`config.mk`:
```
export PLATFORM = sky130hd
export DESIGN_NAME = float_to_decimal_text_top
export DESIGN_NICKNAME = d
export VERILOG_FILES = /design/src/sv/ftdt_pkg.sv /design/src/sv/ftdt_datapath.sv /design/src/sv/ftdt_ctrl.sv /design/src/sv/float_to_decimal_text_top.sv
export SDC_FILE = /design/constraint.sdc
export NUM_CORES = 1
export LEC_CHECK = 0
export ABC_CLOCK_PERIOD_IN_PS = 11200
export BUFFER_PORTS_ARGS = -buffer_cell sky130_fd_sc_hd__buf_2
export CAP_MARGIN = 20
export CELL_PAD_IN_SITES_DETAIL_PLACEMENT = 1
export CELL_PAD_IN_SITES_GLOBAL_PLACEMENT = 1
export CORE_MARGIN = 2
export CORE_UTILIZATION = 53
export DETAILED_ROUTE_END_ITERATION = 7
export GPL_ROUTABILITY_DRIVEN = 0
export PLACE_DENSITY = 0.88
export SLEW_MARGIN = 15
export SYNTH_ARGS = -nofsm -noshare
export SYNTH_HDL_FRONTEND = slang
export SYNTH_SLANG_ARGS = --single-unit
```
`constraint.sdc`:
```
create_clock -name i_clk -period 11.2 [get_ports i_clk]
set_input_delay 0.56 -clock i_clk [delete_from_list [all_inputs] [get_ports i_clk]]
set_output_delay 0.56 -clock i_clk [all_outputs]
set_load 0.02 [all_outputs]
```
`src/sv/ftdt_pkg.sv`:
```
// ftdt_pkg: shared types and constants for the float to decimal text block.
// Used by ftdt_ctrl, ftdt_datapath and float_to_decimal_text_top; no dependencies.
package ftdt_pkg;

    // ASCII characters
    localparam logic [7:0] CH_MINUS = 8'h2D;
    localparam logic [7:0] CH_DOT   = 8'h2E;
    localparam logic [7:0] CH_ZERO  = 8'h30;
    localparam logic [7:0] CH_N_UP  = 8'h4E;
    localparam logic [7:0] CH_A_LO  = 8'h61;
    localparam logic [7:0] CH_I_LO  = 8'h69;
    localparam logic [7:0] CH_N_LO  = 8'h6E;
    localparam logic [7:0] CH_F_LO  = 8'h66;

    // single-precision fields
    localparam logic [7:0] EXP_SPECIAL = 8'hFF;
    localparam logic [7:0] EXP_SAT     = 8'd158;   // magnitude 2^31 and up
    localparam logic [7:0] EXP_INT     = 8'd150;   // mantissa is integer at this exponent
    localparam logic [7:0] SUBN_SHIFT  = 8'd149;
    localparam int         MAN_W       = 24;

    // integer part conversion: 32-bit binary to ten BCD digits, two bits a step
    localparam int BIN_W      = 32;
    localparam int INT_DIGITS = 10;
    localparam int BCD_W      = 4 * INT_DIGITS;
    localparam int DD_STEPS   = BIN_W / 2;
    localparam logic [BIN_W-1:0] INT_SAT = 32'h7FFF_FFFF;

    // precision register
    localparam int         PREC_W     = 4;
    localparam logic [3:0] PREC_RESET = 4'd6;

    typedef enum logic [3:0] {
        S_IDLE,
        S_CLASS,
        S_CONV,
        S_LEN,
        S_SIGN,
        S_INT,
        S_DOT,
        S_FRAC,
        S_SPEC
    } t_state;

    // output character source
    typedef enum logic [2:0] {
        SEL_MINUS,
        SEL_INT,
        SEL_DOT,
        SEL_FRAC,
        SEL_SPEC
    } t_sel;

    typedef struct packed {
        logic       load;
        logic       conv_step;
        logic       len_load;
        logic       int_next;
        logic       frac_step;
        logic       emit;
        logic       last;
        t_sel       sel;
        logic [1:0] spec_idx;
    } t_dp_cmd;

    typedef struct packed {
        logic       nan;
        logic       inf;
        logic       zero;
        logic       neg;
        logic [3:0] int_rem;
        logic [1:0] spec_len;
    } t_dp_stat;

    // fixed text for NaN, infinity and zero
    function automatic logic [7:0] spec_char(logic nan, logic inf, logic [1:0] idx);
        logic [7:0] c;
        c = CH_ZERO;
        if (nan) begin
            c = (idx == 2'd1) ? CH_A_LO : CH_N_UP;
        end else if (inf) begin
            unique case (idx)
                2'd0:    c = CH_I_LO;
                2'd1:    c = CH_N_LO;
                default: c = CH_F_LO;
            endcase
        end
        return c;
    endfunction

endpackage

```
`src/sv/ftdt_datapath.sv`:
```
// ftdt_datapath: unpacking, BCD conversion, fraction digits and output register.
// Depends on ftdt_pkg; driven by ftdt_ctrl through t_dp_cmd.
module ftdt_datapath
    import ftdt_pkg::*;
#(
    parameter int FRACTION_BITS = 32
) (
    input  logic        i_clk,
    input  logic        i_rst_n,
    input  logic [31:0] i_value_bits,
    input  t_dp_cmd     i_cmd,
    output t_dp_stat    o_stat,
    output logic        o_char_valid,
    output logic [7:0]  o_text_char,
    output logic        o_last_char,
    output logic        o_overflow
);

    localparam int FB = FRACTION_BITS;
    localparam int FW = MAN_W + FB;

    logic                    r_neg, r_nan, r_inf, r_zero, r_ovf;
    logic [BIN_W-1:0]        r_bin;
    logic [BCD_W-1:0]        r_bcd;
    logic [FB-1:0]           r_frac;
    logic [3:0]              r_int_rem;
    logic                    r_valid;
    logic [7:0]              r_char;
    logic                    r_last;
    logic                    r_out_ovf;

    // two double-dabble iterations
    function automatic logic [BCD_W+BIN_W-1:0] dd_two(logic [BCD_W+BIN_W-1:0] v);
        logic [BCD_W+BIN_W-1:0] t;
        t = v;
        for (int s = 0; s < 2; s++) begin
            for (int d = 0; d < INT_DIGITS; d++) begin
                if (t[BIN_W+4*d +: 4] >= 4'd5)
                    t[BIN_W+4*d +: 4] = t[BIN_W+4*d +: 4] + 4'd3;
            end
            t = t << 1;
        end
        return t;
    endfunction

    // unpack the incoming word
    logic [7:0]        u_ex;
    logic [22:0]       u_man;
    logic [MAN_W-1:0]  u_m;
    logic [MAN_W-1:0]  u_rem;
    logic [7:0]        u_sh;
    logic [2:0]        u_shl;
    logic [FW-1:0]     u_fw;
    logic [BIN_W-1:0]  u_ipart;
    logic [FB-1:0]     u_frac;
    logic              u_ovf;

    always_comb begin
        u_ex    = i_value_bits[30:23];
        u_man   = i_value_bits[22:0];
        u_m     = (u_ex == 8'd0) ? {1'b0, u_man} : {1'b1, u_man};
        u_sh    = (u_ex == 8'd0) ? SUBN_SHIFT : (EXP_INT - u_ex);
        u_shl   = 3'(u_ex - EXP_INT);
        u_rem   = u_m & ~({MAN_W{1'b1}} << u_sh);
        u_fw    = {u_rem, {FB{1'b0}}} >> u_sh;
        u_ovf   = 1'b0;
        u_frac  = '0;
        u_ipart = '0;
        if (u_ex >= EXP_SAT) begin
            u_ovf   = (u_ex != EXP_SPECIAL);
            u_ipart = INT_SAT;
        end else if (u_ex >= EXP_INT) begin
            u_ipart = BIN_W'(u_m) << u_shl;
        end else begin
            u_ipart = BIN_W'(u_m >> u_sh);
            u_frac  = u_fw[FB-1:0];
        end
    end

    // leading digit count of the BCD integer part
    logic [3:0] len_nd;
    always_comb begin
        len_nd = 4'd0;
        for (int d = 0; d < INT_DIGITS; d++) begin
            if (r_bcd[4*d +: 4] != 4'd0)
                len_nd = 4'(d + 1);
        end
    end

    // current integer digit
    logic [3:0] int_dig;
    always_comb begin
        int_dig = 4'd0;
        for (int d = 0; d < INT_DIGITS; d++) begin
            if (r_int_rem == 4'(d + 1))
                int_dig = r_bcd[4*d +: 4];
        end
    end

    // fraction times ten
    logic [FB+3:0] fr_p;
    logic [3:0]    fr_dig;
    always_comb begin
        fr_p   = ({4'd0, r_frac} << 3) + ({4'd0, r_frac} << 1);
        fr_dig = (fr_p[FB+3:FB] > 4'd9) ? 4'd9 : fr_p[FB+3:FB];
    end

    // working registers
    always_ff @(posedge i_clk) begin
        if (i_cmd.load) begin
            r_neg  <= i_value_bits[31];
            r_nan  <= (u_ex == EXP_SPECIAL) && (u_man != 23'd0);
            r_inf  <= (u_ex == EXP_SPECIAL) && (u_man == 23'd0);
            r_zero <= (u_ex == 8'd0) && (u_man == 23'd0);
            r_ovf  <= u_ovf;
            r_bin  <= u_ipart;
            r_bcd  <= '0;
            r_frac <= u_frac;
        end
        if (i_cmd.conv_step)
            {r_bcd, r_bin} <= dd_two({r_bcd, r_bin});
        if (i_cmd.len_load)
            r_int_rem <= len_nd;
        if (i_cmd.int_next)
            r_int_rem <= r_int_rem - 4'd1;
        if (i_cmd.frac_step)
            r_frac <= fr_p[FB-1:0];
    end

    // output word register
    always_ff @(posedge i_clk) begin
        if (!i_rst_n) begin
            r_valid <= 1'b0;
        end else begin
            r_valid <= i_cmd.emit;
        end
    end

    always_ff @(posedge i_clk) begin
        if (i_cmd.emit) begin
            r_last    <= i_cmd.last;
            r_out_ovf <= r_ovf;
            unique case (i_cmd.sel)
                SEL_MINUS: r_char <= CH_MINUS;
                SEL_INT:   r_char <= CH_ZERO + {4'd0, int_dig};
                SEL_DOT:   r_char <= CH_DOT;
                SEL_FRAC:  r_char <= CH_ZERO + {4'd0, fr_dig};
                SEL_SPEC:  r_char <= spec_char(r_nan, r_inf, i_cmd.spec_idx);
                default:   r_char <= CH_DOT;
            endcase
        end
    end

    assign o_stat.nan      = r_nan;
    assign o_stat.inf      = r_inf;
    assign o_stat.zero     = r_zero;
    assign o_stat.neg      = r_neg;
    assign o_stat.int_rem  = r_int_rem;
    assign o_stat.spec_len = r_zero ? 2'd1 : 2'd3;

    assign o_char_valid = r_valid;
    assign o_text_char  = r_char;
    assign o_last_char  = r_last;
    assign o_overflow   = r_out_ovf;

endmodule

```
`src/sv/ftdt_ctrl.sv`:
```
// ftdt_ctrl: sequencer and precision register for the float to decimal text block.
// Depends on ftdt_pkg; commands ftdt_datapath through t_dp_cmd.
module ftdt_ctrl
    import ftdt_pkg::*;
#(
    parameter int MAX_PRECISION = 11
) (
    input  logic              i_clk,
    input  logic              i_rst_n,
    input  logic              i_start,
    output logic              o_busy,
    input  logic              i_cfg_valid,
    input  logic [PREC_W-1:0] i_cfg_data,
    input  t_dp_stat          i_stat,
    output t_dp_cmd           o_cmd
);

    localparam int PW    = $clog2(MAX_PRECISION + 1);
    localparam int CNT_W = (PW > 4) ? PW : 4;

    t_state            r_state, n_state;
    logic [CNT_W-1:0]  r_cnt, n_cnt;
    logic [PREC_W-1:0] r_prec;
    logic [PW-1:0]     prec_eff;
    t_dp_cmd           cmd;

    // precision register, always ready
    always_ff @(posedge i_clk) begin
        if (!i_rst_n) begin
            r_prec <= PREC_RESET;
        end else if (i_cfg_valid) begin
            r_prec <= i_cfg_data;
        end
    end

    assign prec_eff = (32'(r_prec) > MAX_PRECISION) ? PW'(MAX_PRECISION) : PW'(r_prec);

    always_ff @(posedge i_clk) begin
        if (!i_rst_n) begin
            r_state <= S_IDLE;
            r_cnt   <= '0;
        end else begin
            r_state <= n_state;
            r_cnt   <= n_cnt;
        end
    end

    // next state and commands
    always_comb begin
        n_state      = r_state;
        n_cnt        = r_cnt;
        cmd          = '0;
        cmd.sel      = SEL_DOT;
        cmd.spec_idx = r_cnt[1:0];
        unique case (r_state)
            S_IDLE: begin
                if (i_start) begin
                    cmd.load = 1'b1;
                    n_state  = S_CLASS;
                end
            end
            S_CLASS: begin
                n_cnt = '0;
                priority if (i_stat.nan || i_stat.zero) begin
                    n_state = S_SPEC;
                end else if (i_stat.inf) begin
                    n_state = i_stat.neg ? S_SIGN : S_SPEC;
                end else begin
                    n_state = S_CONV;
                end
            end
            S_CONV: begin
                cmd.conv_step = 1'b1;
                n_cnt         = r_cnt + 1'b1;
                if (r_cnt == CNT_W'(DD_STEPS - 1))
                    n_state = S_LEN;
            end
            S_LEN: begin
                cmd.len_load = 1'b1;
                n_state      = i_stat.neg ? S_SIGN : S_INT;
            end
            S_SIGN: begin
                cmd.emit = 1'b1;
                cmd.sel  = SEL_MINUS;
                n_cnt    = '0;
                n_state  = i_stat.inf ? S_SPEC : S_INT;
            end
            S_INT, S_DOT: begin
                if (r_state == S_INT && i_stat.int_rem != 4'd0) begin
                    cmd.emit     = 1'b1;
                    cmd.sel      = SEL_INT;
                    cmd.int_next = 1'b1;
                    if (i_stat.int_rem == 4'd1)
                        n_state = S_DOT;
                end else begin
                    // decimal point; ends the text at precision zero
                    cmd.emit = 1'b1;
                    cmd.sel  = SEL_DOT;
                    cmd.last = (prec_eff == '0);
                    n_cnt    = '0;
                    n_state  = (prec_eff == '0) ? S_IDLE : S_FRAC;
                end
            end
            S_FRAC: begin
                cmd.emit      = 1'b1;
                cmd.sel       = SEL_FRAC;
                cmd.frac_step = 1'b1;
                n_cnt         = r_cnt + 1'b1;
                if (r_cnt == CNT_W'(prec_eff - PW'(1))) begin
                    cmd.last = 1'b1;
                    n_state  = S_IDLE;
                end
            end
            S_SPEC: begin
                cmd.emit = 1'b1;
                cmd.sel  = SEL_SPEC;
                n_cnt    = r_cnt + 1'b1;
                if (r_cnt[1:0] == i_stat.spec_len - 2'd1) begin
                    cmd.last = 1'b1;
                    n_state  = S_IDLE;
                end
            end
            default: begin
                n_state = S_IDLE;
            end
        endcase
    end

    assign o_cmd  = cmd;
    assign o_busy = (r_state != S_IDLE);

endmodule

```
`src/sv/float_to_decimal_text_top.sv`:
```
// Float to decimal text converter. A number is accepted when start is high and
// busy is low; its characters then leave on o_text_char, one per cycle, each
// marked by o_char_valid for exactly one cycle, with o_last_char on the final
// one. The receiver cannot stall: every strobed word must be taken. For a
// finite nonzero value the block classifies it, converts the integer part
// from binary to BCD (two bits a cycle), counts its digits, then sends the
// characters (sign, integer digits, point, precision fraction digits). NaN,
// infinity and zero go to their characters straight after classifying. busy
// falls as the last character appears, so the next number can start right
// away. The precision register may be written at any time the block is idle;
// o_cfg_ready is high.
// Depends on ftdt_pkg, ftdt_ctrl and ftdt_datapath.
module float_to_decimal_text_top
    import ftdt_pkg::*;
#(
    parameter int FRACTION_BITS = 32,
    parameter int MAX_PRECISION = 11
) (
    input  logic              i_clk,
    input  logic              i_rst_n,
    input  logic              start,
    output logic              busy,
    input  logic [31:0]       i_value_bits,
    input  logic              i_cfg_valid,
    output logic              o_cfg_ready,
    input  logic [PREC_W-1:0] i_cfg_data,
    output logic              o_char_valid,
    output logic [7:0]        o_text_char,
    output logic              o_last_char,
    output logic              o_overflow
);

    t_dp_cmd  cmd;
    t_dp_stat stat;

    assign o_cfg_ready = 1'b1;

    ftdt_ctrl #(
        .MAX_PRECISION (MAX_PRECISION)
    ) u_ctrl (
        .i_clk       (i_clk),
        .i_rst_n     (i_rst_n),
        .i_start     (start),
        .o_busy      (busy),
        .i_cfg_valid (i_cfg_valid),
        .i_cfg_data  (i_cfg_data),
        .i_stat      (stat),
        .o_cmd       (cmd)
    );

    ftdt_datapath #(
        .FRACTION_BITS (FRACTION_BITS)
    ) u_datapath (
        .i_clk        (i_clk),
        .i_rst_n      (i_rst_n),
        .i_value_bits (i_value_bits),
        .i_cmd        (cmd),
        .o_stat       (stat),
        .o_char_valid (o_char_valid),
        .o_text_char  (o_text_char),
        .o_last_char  (o_last_char),
        .o_overflow   (o_overflow)
    );

endmodule

```
## Word level (Yosys, flattened, before mapping)

Cells that the tools add are included.

| word-level totals | value |
|---|---|
| register bits after elaboration | 136 |
| input bits | 40 |
| output and inout bits | 13 |
| word-level logic and storage cells | 244 |

| operators by class | value |
|---|---|
| add/subtract/negate cells | 29 |
| $lt $le $gt $ge | 24 |
| equal/unequal tests | 33 |
| shifts and indexed selects | 4 |
| multiplexer cells | 101 |
| bitwise operators | 2 |
| reduce and logical (&&, ||, !) cells | 34 |

Operators with widths:

| operator | count |
|---|---|
| 2-to-1 mux 32 bit | 8 |
| 2-to-1 mux 4 bit | 55 |
| >= comparator 4 x 3 -> 1 bit, second input constant | 20 |
| 2-to-1 mux 40 bit | 2 |
| adder 4 x 2 -> 4 bit, second input constant | 18 |
| right shift 56 x 8 -> 32 bit | 1 |
| nonzero test 4 bit | 12 |
| adder 35 x 33 -> 36 bit | 1 |
| equality test 4 x 3 -> 1 bit, second input constant | 8 |
| one-hot mux 4 bit (8 select lines) | 1 |
| one-hot mux 8 bit (4 select lines) | 1 |
| << shifter 24 x 3 -> 32 bit | 1 |
| right shift 24 x 8 -> 32 bit | 1 |
| AND 24 bit | 1 |
| 2-to-1 mux 24 bit | 1 |
| 2-to-1 mux 3 bit | 8 |
| 2-to-1 mux 8 bit | 3 |
| NOT 24 bit | 1 |
| << shifter 24 x 8 -> 24 bit, first input constant | 1 |
| zero test 23 bit | 1 |
| nonzero test 23 bit | 1 |
| equality test 4 bit, second input constant | 5 |
| equality test 4 x 2 -> 1 bit, second input constant | 4 |
| >= comparator 8 bit, second input constant | 2 |
| 40 further kinds | 70 |

## Longest topological paths before layout

Gate-level depths: netlist of the first run.

| depth | value |
|---|---|
| depth in word-level cells | 13 |
| depth in mapped cells | 18 |
| depth with buffers taken out | 13 |

## By module

A second synthesis of the first run with hierarchy kept.

| second synthesis, totals | value |
|---|---|
| cell total of the unflattened synthesis | 1,891 |
| area total of the unflattened synthesis | 15,243.4 um^2 |

By module, submodules not included:

| module | instances | cells each | area each (um^2) | sequential area each (um^2) |
|---|---|---|---|---|
| ftdt_datapath | 1 | 1,748 | 14,168.6 | 3,663.5 |
| ftdt_ctrl | 1 | 141 | 1,063.5 | 240.2 |
| float_to_decimal_text_top | 1 | 2 | 11.3 | 0.0 |

## Least setup slack after synthesis of the first run

OpenSTA, ideal clock, no wires.

| timing path | value |
|---|---|
| path type | input to register |
| start | in i_value_bits[23] |
| end | reg u_datapath.r_frac[2], data pin |
| library setup time | 0.266 ns |
| arrival | 4.240 ns |
| required time | 10.934 ns |
| setup slack | 6.693 ns |
| stages on the path | 16 |
| path buffers | 4 |
| cells stage by stage | clkbuf_1 inv_1 clkbuf_1 clkbuf_1 buf_1 ha_1 or4b_4 nor2_8 a21oi_2 a311oi_1 o32ai_1 mux2_2 mux2_2 mux2_2 a211oi_1 o22ai_1 |

| on the way | value |
|---|---|
| longest elaborated chain between the ends | 10 |
| elaborated cells on any way between the ends | 14 |
| those cells by class | add/sub (1); order compare (2); shift (2); mux (6); bitwise (2); reduce/logical (1) |

RTL lines:

| what | RTL line | source |
|---|---|---|
| from (decl) | float_to_decimal_text_top.sv:23 | `input logic [31:0] i_value_bits,` |
| subtractor 8 bit or zero test 8 bit (tied branches) | ftdt_datapath.sv:62, ftdt_datapath.sv:61 |  |
| 2-to-1 mux 8 bit | ftdt_datapath.sv:62 | `u_sh = (u_ex == 8'd0) ? SUBN_SHIFT : (EXP_INT - u_ex);` |
| << shifter 24 x 8 -> 24 bit | ftdt_datapath.sv:64 | `u_rem = u_m & ~({MAN_W{1'b1}} << u_sh);` |
| NOT 24 bit | ftdt_datapath.sv:64 |  |
| AND 24 bit | ftdt_datapath.sv:64 |  |
| right shift 56 x 8 -> 32 bit | ftdt_datapath.sv:65 | `u_fw = {u_rem, {FB{1'b0}}} >> u_sh;` |
| 2-to-1 mux 32 bit | ftdt_datapath.sv:72 | `end else if (u_ex >= EXP_INT) begin` |
| 2-to-1 mux 32 bit (*) | ftdt_datapath.sv:69 | `if (u_ex >= EXP_SAT) begin` |
| 2-to-1 mux 32 bit (*) | ftdt_datapath.sv:110 | `if (i_cmd.load) begin` |
| 2-to-1 mux 32 bit (*) | ftdt_datapath.sv:126 | `if (i_cmd.frac_step)` |
| to (signal assigned) | ftdt_datapath.sv:118 | `r_frac <= u_frac;` |
| to (signal assigned) | ftdt_datapath.sv:127 | `r_frac <= fr_p[FB-1:0];` |
| to (decl) | ftdt_datapath.sv:25 | `logic [FB-1:0] r_frac;` |

Mark *: on every way between the ends. The rest lies on a longest branch, timed or not. The select of a mux whose other input is x is not followed.
A chain may end at the register's enable or synchronous reset.

## Worst setup path after layout of the first run

| timing path | value |
|---|---|
| start | in i_value_bits[23] |
| end | reg u_datapath.r_frac[17], data pin |

Same word-level chain as after synthesis.

==> results of run 1 <==
-- final timing paths --
| check | from | slack, ns | end |
|---|---|---|---|
| worst min-delay path | i_rst_n | 0.32 | u_ctrl.r_prec[1] |
| worst min register to register | u_datapath.r_ovf | 0.51 | u_datapath.o_overflow |
| worst max-delay path | i_value_bits[23] | 6.16 | u_datapath.r_frac[17] |
| worst max register to register | u_datapath.r_frac[0] | 7.51 | u_datapath.o_text_char[1] |
-- report_power, final --
group	total (W)	internal, W	switching (W)
Combinational	0.00220	0.000794	0.00141
Sequential	0.00101	0.000825	0.000182
Clock	0.000579	0.000328	0.000251
-- routing by layer --
layer  vias up  share of wire [%]  track usage [%]
li1       6771                  -                -
met1      7454                 40             50.1
met2       877                 45             60.9
met3       251                9.1             7.14
met4         2                5.6             19.1
met5         -              0.096                0
-- flip-flops by register name, summed over array words and instances (netlist names), 4 cells and up --
| signal | count |
|---|---|
| u_datapath.o_text_char | 7 |
| u_datapath.r_int_rem | 4 |
| u_ctrl.r_state | 4 |
| u_ctrl.r_prec | 4 |
| u_datapath.r_bin | 32 |
| u_datapath.r_frac | 32 |
| u_datapath.r_bcd | 40 |
| u_ctrl.r_cnt | 4 |
-- critical path, delay by kind of cell --
| kind | cells | cell delay [ns] |
|---|---|---|
| AOI/OAI and AO/OA | 4 | 1.03 |
| xor gates and xnor gates | 1 | 0.43 |
| adders and majority gates | 1 | 0.48 |
| and+or+nand+nor | 4 | 1.40 |
| buffers and inverters | 2 | 1.09 |
| muxes | 1 | 0.20 |
-- cell usage after synthesis, types with 8 or more instances --
| library cell | count | area, sq um |
|---|---|---|
| and2_1 | 17 | 106 |
| o21a_1 | 12 | 90.1 |
| o21ai_0 | 111 | 556 |
| ha_1 | 86 | 1080 |
| buf_2 | 13 | 65.1 |
| nor2_1 | 148 | 556 |
| nor3b_1 | 15 | 113 |
| buf_1 | 10 | 37.5 |
| mux2i_1 | 107 | 1070 |
| a221oi_1 | 8 | 70.1 |
| nor4_1 | 10 | 62.6 |
| dfxtp_1 | 15 | 300 |
| nor2b_1 | 40 | 250 |
| a311oi_1 | 8 | 70.1 |
| mux2_2 | 18 | 203 |
| or3_1 | 18 | 113 |
| a32oi_1 | 8 | 70.1 |
| nor3_1 | 52 | 260 |
| xor2_1 | 19 | 166 |
| nand3_1 | 46 | 230 |
| nand2_1 | 194 | 728 |
| a21boi_0 | 12 | 90.1 |
| nand4_1 | 17 | 106 |
| and3_1 | 14 | 87.6 |
| a211oi_1 | 18 | 135 |
| nand2b_1 | 24 | 150 |
| o221ai_1 | 21 | 184 |
| o31ai_1 | 19 | 143 |
| a21o_1 | 24 | 180 |
| o211ai_1 | 13 | 97.6 |
| xnor2_1 | 45 | 394 |
| edfxtp_1 | 120 | 3600 |
| a31oi_1 | 25 | 156 |
| o21ai_1 | 9 | 45.0 |
| clkbuf_1 | 83 | 312 |
| inv_1 | 63 | 236 |
| a21oi_1 | 172 | 861 |
| a22o_1 | 15 | 131 |
| o22ai_1 | 30 | 188 |
| a22oi_1 | 26 | 195 |
-- kinds of logic (layout without fill, tap and decap cells) --
group           Yosys count  in the layout
fa+ha+maj                87             87
mux                     131            131
simple gates            620            620
flops                   135            135
xor+xnor                 65             65
compound gates          594            594
other cells               2              3
buf+inv                 176            174
-- area by class of cell --
type	count	area, sq um
clock inverter	12	110
multi-input combinational	1499	9990
clock buffer	20	468
tap	341	427
timing repair buffer	76	445
inverter	66	248
antenna	1	2.50
sequential	135	3900
fill	3294	11400
-- stage by stage --
step | total power, W | hold WS (ns)
6_report | 0.00379 | 0.324
3_3_place_gp | 0.00298 | 0.484
5_1_grt | 0.00403 | 0.332
2_1_floorplan | 0.00253 | 0.400
3_5_place_dp | 0.00313 | 0.486
4_1_cts | 0.00375 | 0.318
==> results.cfg, run 1 <==
[sta]
fin_tns_setup_ns = 0
fin_crit_ns = 5.04
fmax_ghz = 0.198
setup_ws_ns = 6.16
fin_crit_sh_pct = 45.0
rsz0062_at_grt = no
report.final.setup_viol = 0
slew_headroom_pct = 23.1
worstMarginPinSlew_ns = 1.15
fin_skew_ns = 0.0200
final_max_slew_viol_count = 0
hold_viol = 0

[logic_synthesis]
synth_edf_count = 120
ys.flop_type = edfxtp_1
synth-seq-area-share_pct = 26.9
yosys_warnings = 0
synth_top_family_by_area = compound AO/OA/AOI/OAI gates
synth_xor_area_share_pct = 3.97
synth_fa_ha_area_share_pct = 7.55
async_flop_share_pct = 0
syn_avg_cell_area_sq_um = 8.02
synth_area_sq_um = 14500
synth.distinct_cells = 80
syn_inst = 1810
synthMuxAreaShare_pct = 9.70
yosys.area_share.simple_pct = 20.6
syn-num-nets = 1937
ys_ff_latch = 135
synth_compound_area_share_pct = 26.5

[drt]
drtAntennaViolNets = 0
drt_iter0_drc = 1738
drc_errors = 0
vias_per_cell = 7.14
wl_per_cell_microns = 25.7
wl_microns = 55300
first_pass_iters = 6
via_count = 15400

[clock_network]
holdBufCountCts = 0
cts_sinks = 135
cts_tree = done
cts-resized-gates = 0
cts_buffers = 17
clockBufferDepth = 2
insertion_delay_ns = 0.45
cts.clk_slew.worst_paths_ns = 0.08
postCtsSetupBuffers = 0
cts-htree-levels = 4
root_buffer = clkbuf_16

[critical_path]
max_stage_delay_ns = 0.79
path_cells = buf_2 > ha_1 > xor2_2 > o21ai_2 > buf_4 > nor3_1 > nand3b_1 > and4_1 > a221oi_1 > mux2i_1 > nor2_1 > o311ai_0 > a32o_1
rr_worst_depth = 13
crit_slowest_cell = buf_2
cp_max_fo = 52
path_class = in -> reg
required_ns = 11.41
crit_path_start_kind = primary input
crit_path_end_kind = flop
cp.arrival_ns = 5.24

[final_layout]
drive_gt1_share_pct = 8.90
syn2layout_area_growth_pct = 7.41
finalNonFillerCells = 2150
final_cell_mix = 193 x nand2_1, 169 x a21oi_1, 147 x nor2_1
final_common_cell = nand2_1
postLayoutCoreUtil_pct = 57.9
fin_area_sq_um = 15600
nets = 1922

[placement]
post-place-ws_ns = 6.08
placed_cell_area_sq_um = 15000
hpwl_microns = 40300
dp_cells = 2116
numPortBuffers = 50

[global_routing]
grt-ovfl-total = 0
grt_usage_pct = 38.3
antenna_found_initial = 1
grt_first_pass_wirelength_microns = 86500
grt_pass1_vias = 15300
grt_max_degree = 53

[min_path]
holdPathStages = 2
hold_path_class = in -> reg

[run]
drv_cap = 0

[floorplanning]
rows = 60
initial_core_util_pct = 53.9
die_area_sq_um = 28700
die_y_microns = 170
core_area_sq_um = 27000
ios = 53
die_width_microns = 170

[run_status]
status = finished clean

[power]
leakage_nw = 6.03
ir_drop_mv = 0.234
power_density_nw_per_um2 = 243
Note: power is estimated with default switching activity, not from simulation.
==> inputs of run 2 (changes only) <==
--- a/config.mk
+++ b/config.mk
@@ -5,16 +5,17 @@
 export SDC_FILE = /design/constraint.sdc
 export NUM_CORES = 1
 export LEC_CHECK = 0
-export ABC_CLOCK_PERIOD_IN_PS = 11200
+export ABC_AREA = 1
+export ABC_CLOCK_PERIOD_IN_PS = 4050
 export BUFFER_PORTS_ARGS = -buffer_cell sky130_fd_sc_hd__buf_2
 export CAP_MARGIN = 20
 export CELL_PAD_IN_SITES_DETAIL_PLACEMENT = 1
 export CELL_PAD_IN_SITES_GLOBAL_PLACEMENT = 1
 export CORE_MARGIN = 2
-export CORE_UTILIZATION = 53
+export CORE_UTILIZATION = 42
 export DETAILED_ROUTE_END_ITERATION = 7
 export GPL_ROUTABILITY_DRIVEN = 0
-export PLACE_DENSITY = 0.88
+export PLACE_DENSITY = 0.78
 export SLEW_MARGIN = 15
 export SYNTH_ARGS = -nofsm -noshare
 export SYNTH_HDL_FRONTEND = slang
==> constraint.sdc (replaced) <==
create_clock -name i_clk -period 4.05 [get_ports i_clk]
set_input_delay 0.2025 -clock i_clk [delete_from_list [all_inputs] [get_ports i_clk]]
set_output_delay 0.2025 -clock i_clk [all_outputs]
set_load 0.02 [all_outputs]
==> run 2 against run 1 <==
Effect of this change:
- count of clock-buffer cells in the layout fell by 3
- combinational power rose by 150%
- largest power group unchanged
- core utilization fell by 11 points
- clock skew fell by 0.0093 ns
- final cell count rose by 24%
- sequential share of layout area fell by 0.23 points
==> results.cfg, run 2 <==
[logic_synthesis]
ys_ff_latch = 135
synth_top_family_by_area = simple AND/OR/NAND/NOR gates
ys.flop_type = edfxtp_1
synth_edf_count = 120
synth_compound_area_share_pct = 21.9
synth_area_sq_um = 14500
syn_inst = 2190
synthMuxAreaShare_pct = 0.485
syn-num-nets = 2317
synth_fa_ha_area_share_pct = 7.58
yosysTopAreaCellShare_pct = 24.9
synth.most_common_cell = nand2_1
synth-seq-area-share_pct = 27.0
yosys.area.top_type = edfxtp_1
yosys_warnings = 0
syn_avg_cell_area_sq_um = 6.60
yosys.area_share.simple_pct = 31.6
synth.distinct_cells = 68
ys_top_cells_by_area = edfxtp_1 25%, nand2_1 14%, nand3_1 8.9%
synth_xor_area_share_pct = 1.88
synth_commonest_cells = 531 x nand2_1, 257 x nand3_1, 232 x inv_1
async_flop_share_pct = 0

[final_layout]
largest_reg_flops = 40
drive_gt1_share_pct = 8.00
final_cell_mix = 528 x nand2_1, 257 x nand3_1, 232 x inv_1
multi_input_area_sq_um = 9200
syn2layout_area_growth_pct = 8.91
final_common_cell = nand2_1
diodes = 0
nets = 2326
regMostFlops = u_datapath.r_bcd
fill_cells = 4504
seq_area_sq_um = 3900
top_regs = u_datapath.r_bcd x40, u_datapath.r_bin x32, u_datapath.r_frac x32

[global_routing]
grt_usage_pct = 29.0
antenna_found_initial = 0
grt-ovfl-total = 0
grt_pass1_vias = 15700
grt_max_degree = 71
grt_first_pass_wirelength_microns = 83400

[clock_network]
cts_sinks = 135
root_buffer = clkbuf_16
cts.clk_slew.worst_paths_ns = 0.07
cts_buffers = 17
insertion_delay_ns = 0.45
clockBufferDepth = 2
cts-htree-levels = 4
cts_tree = done
postCtsSetupBuffers = 0

[floorplanning]
die_width_microns = 190
core_area_sq_um = 33700
die_y_microns = 190
ios = 53
rows = 67
initial_core_util_pct = 42.9
die_area_sq_um = 35900

[sta]
fin_crit_sh_pct = 84.3
fin_tns_setup_ns = 0
fmax_ghz = 0.293
hold_ws_ns = 0.00988
hold_viol = 0
slew_headroom_pct = 39.7
final_max_slew_viol_count = 0
rsz0062_at_grt = no
worstMarginPinSlew_ns = 0.899
fin_crit_ns = 3.42
report.final.setup_viol = 0
fin_skew_ns = 0.0107

[run_status]
status = finished clean

[critical_path]
path_cells = ha_1 > inv_1 > fa_1 > inv_1 > nand2_1 > nand3_1 > o21ai_0 > o21ai_1 > nand2_1 > o21ai_1 > a21oi_1 > o21ai_1 > a31oi_1 > xnor2_1 > nand2_1 > o21ai_1
crit_path_end_kind = flop
crit_slowest_cell = edfxtp_1
cp_max_fo = 4
crit_path_start_kind = flop
cp.arrival_ns = 3.71
max_stage_delay_ns = 0.38
path_class = reg -> reg
required_ns = 4.35
crit_top_cell = o21ai_1

[drt]
drc_errors = 0
wl_per_cell_microns = 19.5
drt_iter0_drc = 1297
wl_microns = 52000
first_pass_iters = 5
drtAntennaViolNets = 0
vias_per_cell = 5.93
via_count = 15800

[placement]
hpwl_microns = 40100
numPortBuffers = 50

[min_path]
hold_path_class = in -> reg

[power]
ir_drop_mv = 0.336
power_density_nw_per_um2 = 626
leakage_nw = 7.01
power_w = 0.00985

[run]
drv_cap = 0
[run 2: changes by cell type after synthesis, moves of 44 or more]
cell	before	now
nand2_1	194	531
nand3_1	46	257
inv_1	63	232
o21ai_0	111	215
mux2i_1	107	7
o21ai_1	9	53
[run 2: layout make-up]
cell class / count / area share, %
timing repair buffer: 80 / 3.23
multi-input combinational: 1713 / 58.4
inverter: 252 / 6.07
clock inverter: 15 / 1.22
tap: 448 / 3.56
clock buffer: 17 / 2.70
sequential: 135 / 24.8
[run 2: repair_timing]
action | 4_1_cts | 5_1_grt
endpoints found under the hold margin | 3 | 0
resized for setup | 0 | 0
hold buffers | 3 | 0
[run 2: routing by layer]
metal  part of all wire [%]  track usage, %  routed length (microns)
met3                    5.4            3.65                     2820
met1                     45            39.1                    23500
met4                    2.8            9.21                     1430
met5                      0               0                        0
met2                     47            48.3                    24200
[run 2: cells by family after synthesis]
| kind of cell | count (synthesis) |
|---|---|
| simple gates | 1033 |
| compound gates | 553 |
| buf+inv | 342 |
| flops | 135 |
| fa+ha+maj | 87 |
| xor+xnor | 31 |
| mux | 7 |
| other cells | 2 |
[run 2: worst paths after layout]
check	slack, ns	end	depth (start not counted)	start
worst min-delay path	0.01	u_ctrl.r_prec[2]	3	i_cfg_data[2]
worst max register to register	0.63	u_datapath.r_frac[25]	16	u_datapath.r_frac[2]
worst min register to register	0.51	u_ctrl.r_prec[1]	2	u_ctrl.r_prec[1]
worst max-delay path	0.63	u_datapath.r_frac[25]	16	u_datapath.r_frac[2]
[run 2: critical path: cells and delay by family (launching register included)]
family                     cells  cell delay, ns
AOI/OAI and AO/OA              7            1.52
xor gates and xnor gates       1            0.29
adders and majority gates      2            0.54
buffers and inverters          2            0.15
DFF                            1            0.38
and+or+nand+nor                4            0.37
[run 2: metrics by stage]
step | std cells | worst slack, ns | instance area (sq um) | util [%]
after floorplan | 2190 | 0.729 | 14500 | -
after global placement | 2625 | 0.688 | 15100 | 44.8
after detailed placement | 2625 | 0.645 | 15100 | 44.8
after CTS | 2660 | 0.667 | 15700 | 46.7
after global routing | 2660 | 0.450 | 15700 | 46.7
final | 2660 | 0.634 | 15700 | 46.7
[run 2: power by group]
group	internal [W]	switching, W
Combinational	0.00164	0.00385
Sequential	0.00228	0.000399
Clock	0.000984	0.000701
Total	0.00490	0.00495
